===== src/hdl/knnmv_pkg.sv =====
// Shared constants and types of the k-nearest-neighbour majority vote.
`default_nettype none

package knnmv_pkg;

   // Table depth (largest k) and label width.
   localparam int K_MAX       = 16;
   localparam int LABEL_WIDTH = 32;

   // Width of the k register as seen on the configuration port.
   localparam int CSR_WIDTH   = 5;

   // Counts and positions must hold the value K_MAX itself.
   localparam int COUNT_WIDTH = $clog2(K_MAX + 1);

   // One table entry as held by a cell.
   typedef struct packed {
      logic                          valid;
      logic signed [LABEL_WIDTH-1:0] label;
      logic [COUNT_WIDTH-1:0]        count;
   } entry_type;

   localparam entry_type EMPTY_ENTRY = '0;

   // Broadcast commands from the controller to every cell.
   typedef struct packed {
      logic scan;   // shift the table towards cell 0 by one place
      logic bump;   // the new label is present: the matching cell counts up
      logic place;  // the new label is absent: sorted insert
   } cell_cmd_type;

endpackage

`default_nettype wire


===== src/hdl/knnmv_cell.sv =====
// One cell of the sorted label table: a label, its count and a valid bit.
`default_nettype none

module knnmv_cell
   import knnmv_pkg::*;
(
   input  wire logic                          clock,
   input  wire logic                          reset,
   input  wire cell_cmd_type                  cmd,
   input  wire logic signed [LABEL_WIDTH-1:0] new_label,
   input  wire entry_type                     left_entry,
   input  wire logic                          left_greater,
   input  wire entry_type                     right_entry,
   output entry_type                          entry,
   output logic                               greater,
   output logic                               match
);

   logic                          valid_ff, valid_in;
   logic signed [LABEL_WIDTH-1:0] label_ff, label_in;
   logic [COUNT_WIDTH-1:0]        count_ff, count_in;

   // An empty cell counts as holding a label above every other one.
   assign greater = !valid_ff || (label_ff > new_label);
   assign match   = valid_ff && (label_ff == new_label);

   assign entry = {valid_ff, label_ff, count_ff};

   // Next contents: scan shift, count increment or sorted insert.
   always_comb begin
      valid_in = valid_ff;
      label_in = label_ff;
      count_in = count_ff;
      if (cmd.scan) begin
         valid_in = right_entry.valid;
         label_in = right_entry.label;
         count_in = right_entry.count;
      end else if (cmd.bump) begin
         if (match) begin
            count_in = COUNT_WIDTH'(count_ff + 1'b1);
         end
      end else if (cmd.place && greater) begin
         if (left_greater) begin
            // The insert point lies further left: make room by shifting right.
            valid_in = left_entry.valid;
            label_in = left_entry.label;
            count_in = left_entry.count;
         end else begin
            // This is the first cell above the new label: it takes the label.
            valid_in = 1'b1;
            label_in = new_label;
            count_in = COUNT_WIDTH'(1);
         end
      end
   end

   // Valid bit is control state; label and count are payload.
   always_ff @(posedge clock) begin
      if (reset) begin
         valid_ff <= 1'b0;
      end else begin
         valid_ff <= valid_in;
      end
      label_ff <= label_in;
      count_ff <= count_in;
   end

endmodule

`default_nettype wire


===== src/hdl/knn_majority_vote.sv =====
// Top level of the k-nearest-neighbour majority vote: cell chain, control and result register.
//
//   Channel   Direction  Handshake             Payload
//   req_      in         req_valid/req_stall   req_label (signed, LABEL_WIDTH)
//   rsp_      out        rsp_valid/rsp_stall   rsp_winning_label (signed, LABEL_WIDTH)
//   csr_      in         csr_write_enable      csr_write_data (k, CSR_WIDTH bits)
//
// Within a sample one label is taken every cycle; every cell compares it with its own label.
// After the k-th label the table is shifted out through cell 0 to find the winner.
// A result waiting in the output register does not hold up the next sample's labels;
// only a second result finding the register still occupied waits for it to be taken.
// Reset clears the valid bits and the control state at once; no clearing pass is needed.
`default_nettype none

module knn_majority_vote
   import knnmv_pkg::*;
(
   input  wire logic                          clock,
   input  wire logic                          reset,
   input  wire logic                          req_valid,
   output logic                               req_stall,
   input  wire logic signed [LABEL_WIDTH-1:0] req_label,
   output logic                               rsp_valid,
   input  wire logic                          rsp_stall,
   output logic signed [LABEL_WIDTH-1:0]      rsp_winning_label,
   input  wire logic                          csr_write_enable,
   input  wire logic [CSR_WIDTH-1:0]          csr_write_data
);

   typedef enum logic [1:0] {ST_ACCEPT, ST_SCAN, ST_DELIVER} state_type;

   state_type                     state_ff;
   logic [CSR_WIDTH-1:0]          neighbour_count_ff;
   logic [COUNT_WIDTH-1:0]        position_ff;
   logic                          best_valid_ff;
   logic signed [LABEL_WIDTH-1:0] best_label_ff;
   logic [COUNT_WIDTH-1:0]        best_count_ff;
   logic                          rsp_valid_ff;
   logic signed [LABEL_WIDTH-1:0] rsp_label_ff;

   entry_type                     entries [K_MAX];
   logic [K_MAX-1:0]              greater_vec;
   logic [K_MAX-1:0]              match_vec;
   logic [K_MAX-1:0]              valid_vec;
   cell_cmd_type                  cmd;
   logic [COUNT_WIDTH-1:0]        k_eff;
   logic                          accept;
   logic                          sample_last;
   logic                          out_free;
   logic                          deliver;
   logic                          table_ok;

   // Configuration register for k.
   always_ff @(posedge clock) begin
      if (reset) begin
         neighbour_count_ff <= CSR_WIDTH'(1);
      end else if (csr_write_enable) begin
         neighbour_count_ff <= csr_write_data;
      end
   end

   // Effective k: zero acts as one, values above the table depth saturate.
   always_comb begin
      if (neighbour_count_ff == '0) begin
         k_eff = COUNT_WIDTH'(1);
      end else if (32'(neighbour_count_ff) > 32'(K_MAX)) begin
         k_eff = COUNT_WIDTH'(K_MAX);
      end else begin
         k_eff = COUNT_WIDTH'(neighbour_count_ff);
      end
   end

   assign req_stall   = (state_ff != ST_ACCEPT);
   assign accept      = req_valid && !req_stall;
   assign sample_last = (32'(position_ff) + 32'd1) >= 32'(k_eff);
   assign out_free    = !rsp_valid_ff || !rsp_stall;

   // The winner moves to the output register once the scan is over and the register is free.
   assign deliver = out_free &&
                    (((state_ff == ST_SCAN) && !entries[0].valid) || (state_ff == ST_DELIVER));

   // Commands broadcast to the cells.
   always_comb begin
      cmd.scan  = (state_ff == ST_SCAN) && entries[0].valid;
      cmd.bump  = accept && (|match_vec);
      cmd.place = accept && !(|match_vec) && !entries[K_MAX-1].valid;
   end

   // The chain of cells; each sees its left neighbour for inserts, its right one for scans.
   for (genvar i = 0; i < K_MAX; i++) begin : g_cell
      entry_type left_entry;
      entry_type right_entry;
      logic      left_greater;

      if (i == 0) begin : g_head
         assign left_entry   = EMPTY_ENTRY;
         assign left_greater = 1'b0;
      end else begin : g_body
         assign left_entry   = entries[i-1];
         assign left_greater = greater_vec[i-1];
      end

      if (i == K_MAX - 1) begin : g_tail
         assign right_entry = EMPTY_ENTRY;
      end else begin : g_inner
         assign right_entry = entries[i+1];
      end

      knnmv_cell u_cell (
         .clock        (clock),
         .reset        (reset),
         .cmd          (cmd),
         .new_label    (req_label),
         .left_entry   (left_entry),
         .left_greater (left_greater),
         .right_entry  (right_entry),
         .entry        (entries[i]),
         .greater      (greater_vec[i]),
         .match        (match_vec[i])
      );

      assign valid_vec[i] = entries[i].valid;
   end

   // Sequencer: collect labels, scan for the first maximum, hand over the result.
   always_ff @(posedge clock) begin
      if (reset) begin
         state_ff      <= ST_ACCEPT;
         position_ff   <= '0;
         best_valid_ff <= 1'b0;
         rsp_valid_ff  <= 1'b0;
      end else begin
         if (deliver) begin
            rsp_valid_ff <= 1'b1;
            rsp_label_ff <= best_label_ff;
         end else if (rsp_valid_ff && !rsp_stall) begin
            rsp_valid_ff <= 1'b0;
         end
         unique case (state_ff)
            ST_ACCEPT: begin
               if (accept) begin
                  if (sample_last) begin
                     position_ff   <= '0;
                     best_valid_ff <= 1'b0;
                     state_ff      <= ST_SCAN;
                  end else begin
                     position_ff <= COUNT_WIDTH'(position_ff + 1'b1);
                  end
               end
            end
            ST_SCAN: begin
               if (entries[0].valid) begin
                  // Strictly greater only, so the smallest label keeps a tie.
                  if (!best_valid_ff || (entries[0].count > best_count_ff)) begin
                     best_valid_ff <= 1'b1;
                     best_label_ff <= entries[0].label;
                     best_count_ff <= entries[0].count;
                  end
               end else if (out_free) begin
                  state_ff <= ST_ACCEPT;
               end else begin
                  state_ff <= ST_DELIVER;
               end
            end
            ST_DELIVER: begin
               if (out_free) begin
                  state_ff <= ST_ACCEPT;
               end
            end
            default: begin
               state_ff <= ST_ACCEPT;
            end
         endcase
      end
   end

   assign rsp_valid         = rsp_valid_ff;
   assign rsp_winning_label = rsp_label_ff;

   // Table shape: valid entries form a prefix and their labels strictly ascend.
   always_comb begin
      table_ok = 1'b1;
      for (int i = 0; i < K_MAX - 1; i++) begin
         if (valid_vec[i+1] && (!valid_vec[i] || !(entries[i].label < entries[i+1].label))) begin
            table_ok = 1'b0;
         end
      end
   end

   // The cell table stays a sorted prefix at all times.
   a_table_sorted : assert property (@(posedge clock) disable iff (reset)
      table_ok)
      else $error("cell table lost its sorted prefix shape");

   // While collecting, there are never more distinct labels than labels received.
   a_distinct_bound : assert property (@(posedge clock) disable iff (reset)
      (state_ff == ST_ACCEPT) |-> ($countones(valid_vec) <= 32'(position_ff)))
      else $error("more distinct labels than labels received in this sample");

   // The k-th label of a sample starts the winner scan.
   a_last_starts_scan : assert property (@(posedge clock) disable iff (reset)
      (accept && sample_last) |=> (state_ff == ST_SCAN))
      else $error("sample end did not start the winner scan");

endmodule

`default_nettype wire


===== config.mk =====
export PLATFORM = sky130hd
export DESIGN_NAME = knn_majority_vote
export DESIGN_NICKNAME = d
export VERILOG_FILES = /design/src/hdl/knnmv_pkg.sv /design/src/hdl/knnmv_cell.sv /design/src/hdl/knn_majority_vote.sv
export SDC_FILE = /design/constraint.sdc
export NUM_CORES = 2
export LEC_CHECK = 0
export ABC_AREA = 1
export BUFFER_PORTS_ARGS = -buffer_cell sky130_fd_sc_hd__buf_4
export CORE_UTILIZATION = 30
export DETAILED_ROUTE_END_ITERATION = 16
export PLACE_DENSITY_LB_ADDON = 0.3
export SLEW_MARGIN = 5
export SYNTH_ARGS = -nofsm -noshare
export SYNTH_HDL_FRONTEND = slang
export SYNTH_SLANG_ARGS = --single-unit

===== constraint.sdc =====
create_clock -name clock -period 7.55 [get_ports clock]
set_clock_uncertainty 0.2 [all_clocks]
set_input_delay 1.1325 -clock clock [delete_from_list [all_inputs] [get_ports clock]]
set_output_delay 1.1325 -clock clock [all_outputs]
set_load 0.02 [all_outputs]

==> impl_metrics.ini <==
[final_layout]
drive_gt1_share_pct = 5.78
fin_area_sq_mm = 0.0525
finalNonFillerCells = 7870
fin_util_pct = 33.5
area_growth_pct = 10.4
nets = 6293

[synthesis]
async_reset_ff_share_pct = 0
synthTopCellsByCount = nand2_1 (1519), o21ai_0 (830), edfxtp_1 (624)
synth_edf_count = 624
synth_top_area_share_pct = 39.4
synth-seq-cells = 691
synth_cells = 5850
syn_nets = 6399
syn_avg_cell_area_sq_um = 8.12
synth_area_leader_cell = edfxtp_1
synth.distinct_cells = 48
synth_warnings = 0
synth_top_cells_by_area = edfxtp_1 (39%), ha_1 (13%), nand2_1 (12%)
yosysMostFrequentCell = nand2_1
synth-seq-area-share_pct = 42.3
synth_area_sq_mm = 0.0475
synth_top_flop_cell = edfxtp_1

[timing]
max_slew_margin_pct = 25.9
setup_tns_ns = 0
period_needed_ns = 5.31
worst_slack_ns = 2.24
worst_pin_slew_ns = 1.11
rsz0062_at_grt = no
timing.final.hold_violations = 0
setup_viol = 0
max_freq_mhz = 188
slew_viol_final = 0
holdWs_ns = 0.216
finalCritPeriodShare_pct = 70.3

[grt]
grt_pass1_wl_microns = 236000
grt_max_degree = 224
antenna_found_initial = 6
overflow = 0
track_usage_pct = 18.8
grt_pass1_vias = 39813

[die]
start_util_pct = 30.3
dieArea_sq_mm = 0.160
dieWidth_microns = 400
die_h_microns = 400
rows = 145
core_area_sq_mm = 0.157
io_pins = 76

[placed_design]
dp_hpwl_microns = 110000
dp.cells = 7719
pre_cts_slack_ns = 1.65
io_buffers = 75
gp_congestion = 0.892
placed_area_sq_mm = 0.0498

[drt]
route.detailed.drc = 0
vias = 41129
drt-total-wl_microns = 153000
drtPass1Iterations = 6
drt.antenna.violating_nets = 0
wl_per_cell_microns = 19.4
via_per_inst = 5.23
drt_iter0_markers = 3844

[critical_path]
crit_type = input port to flop
rr_startpoint = g_cell[0].u_cell.label_ff[15]
cp_max_fo = 71
cp.arrival_ns = 5.47
endpoint_kind = flop
r2r_cells = 15
crit_required_ns = 7.71
worstSetupEndpoint = g_cell[11].u_cell.count_ff[0]
worstSetupStartpoint = req_label[7]
r2r_slack_ns = 2.98
start_kind = input port
worstReg2RegEnd = g_cell[11].u_cell.count_ff[0]

[pwr]
vdd_drop_max_mv = 0.160
p_per_area_mw_per_mm2 = 292
p_leak_nw = 21.9
power_mw = 15.3

[clocking]
hold_buffers = 0
cts_max_path_buffers = 3
cts.reportedPaths.clkPinSlew_ns = 0.06
post_cts.repair.setup_buffers = 0
clockRootBuffer = clkbuf_16
cts_resized = 0
numCtsBuffers = 81
insertion_delay_ns = 0.70
tritoncts = done
h-tree-depth = 3
clock_sinks = 691

[outcome]
status = complete, no violations

[job]
cap_violations = 0

[hold_path]
worstHoldPathType = flop to flop
cell type report:
class	instances	area [sq um]
Timing Repair Buffer	138	1070
Multi-Input combinational cell	4391	24400
Antenna cell	2	5.00
Inverter	441	1670
Clock inverter	44	462
Tap cell	2058	2570
Fill cell	16443	104000
Sequential cell	691	20100
Clock buffer	105	2190
how the worst min path moves through the flow:
| stage | startpoint | to | cells past startpoint |
|---|---|---|---|
| floorplan | best_label_ff[0] | rsp_winning_label[0] | 0 |
| detailed placement | best_label_ff[9] | rsp_winning_label[9] | 0 |
| finish | best_label_ff[25] | rsp_winning_label[25] | 0 |
| global route | best_label_ff[23] | rsp_winning_label[23] | 0 |
| CTS | best_label_ff[9] | rsp_winning_label[9] | 0 |
| global placement | best_label_ff[22] | rsp_winning_label[22] | 0 |
critical path, stage by stage:
cell and delay [ns]:
buf_4 0.22, inv_1 0.44, ha_1 0.49, nand2_1 0.07, nor2_1 0.18, inv_1 0.06, nor2_1 0.11, nand2_1 0.15
nor2_1 0.44, nor2_1 0.11, nand2_1 0.13, nor2_4 0.05, nand2_2 0.09, nand2_4 0.48, inv_4 0.61, nor2_4 0.04
buf_4 0.31, nand2_1 0.12, o221ai_1 0.11
power by group:
group / total [mW] / internal [mW] / switching, mW
Sequential: 6.31 / 5.51 / 0.809
Clock: 4.03 / 2.30 / 1.73
Combinational: 5.00 / 1.71 / 3.29
flip-flops by register name, indices dropped and copies added, names as in the netlist:
signal and cells:
best_label_ff 32, rsp_valid 1, g_cell.u_cell.label_ff 512, g_cell.u_cell.valid_ff 16, best_valid_ff 1, neighbour_count_ff 5
g_cell.u_cell.count_ff 80, rsp_winning_label 32, best_count_ff 5, state_ff 2, position_ff 5
kinds of logic after synthesis:
kind of cell               Yosys count  synth area share [%]
xor gates and xnor gates            60                  1.11
DFF                                691                  42.3
AOI/OAI and AO/OA                 1649                  18.6
adders and majority gates          507                  13.4
and+or+nand+nor                   2175                  18.2
buffers and inverters              768                  6.44
cell usage in the layout (no fill, tap or decap), types with 6 or more instances in the layout:
master	synthesis	final
nand2_1	1519	1514
o21ai_0	830	829
edfxtp_1	624	624
a21oi_1	529	529
ha_1	507	507
inv_1	419	419
nor2_1	355	352
nand3_1	231	231
o22ai_1	140	140
buf_4	10	135
clkbuf_16	0	82
dfxtp_1	67	67
xor2_1	39	39
nand4_1	35	35
o21a_1	31	31
o21ai_1	29	29
xnor2_1	21	21
o211ai_1	20	20
a21oi_2	20	20
inv_2	19	18
a21o_1	18	18
clkbuf_1	234	18
clkinv_2	0	14
o221ai_1	11	11
clkinv_1	2	9
a21oi_4	9	9
nor2_2	8	8
nor3_1	8	8
o21bai_1	8	8
bufinv_16	0	7
nor2_4	3	6
nand2_2	1	6
clkinvlp_4	0	6
layer usage:
metal | vias up | routed length [microns] | GRT usage (%) | part of all wire, %
met5 | - | 49 | 0 | 0.032
met4 | 8 | 6570 | 8.37 | 4.3
met3 | 278 | 9590 | 2.19 | 6.3
met2 | 1441 | 70500 | 31.2 | 46
met1 | 19340 | 66200 | 24.6 | 43
li1 | 20062 | - | - | -
No activity file was read; power rests on OpenSTA's default activity.
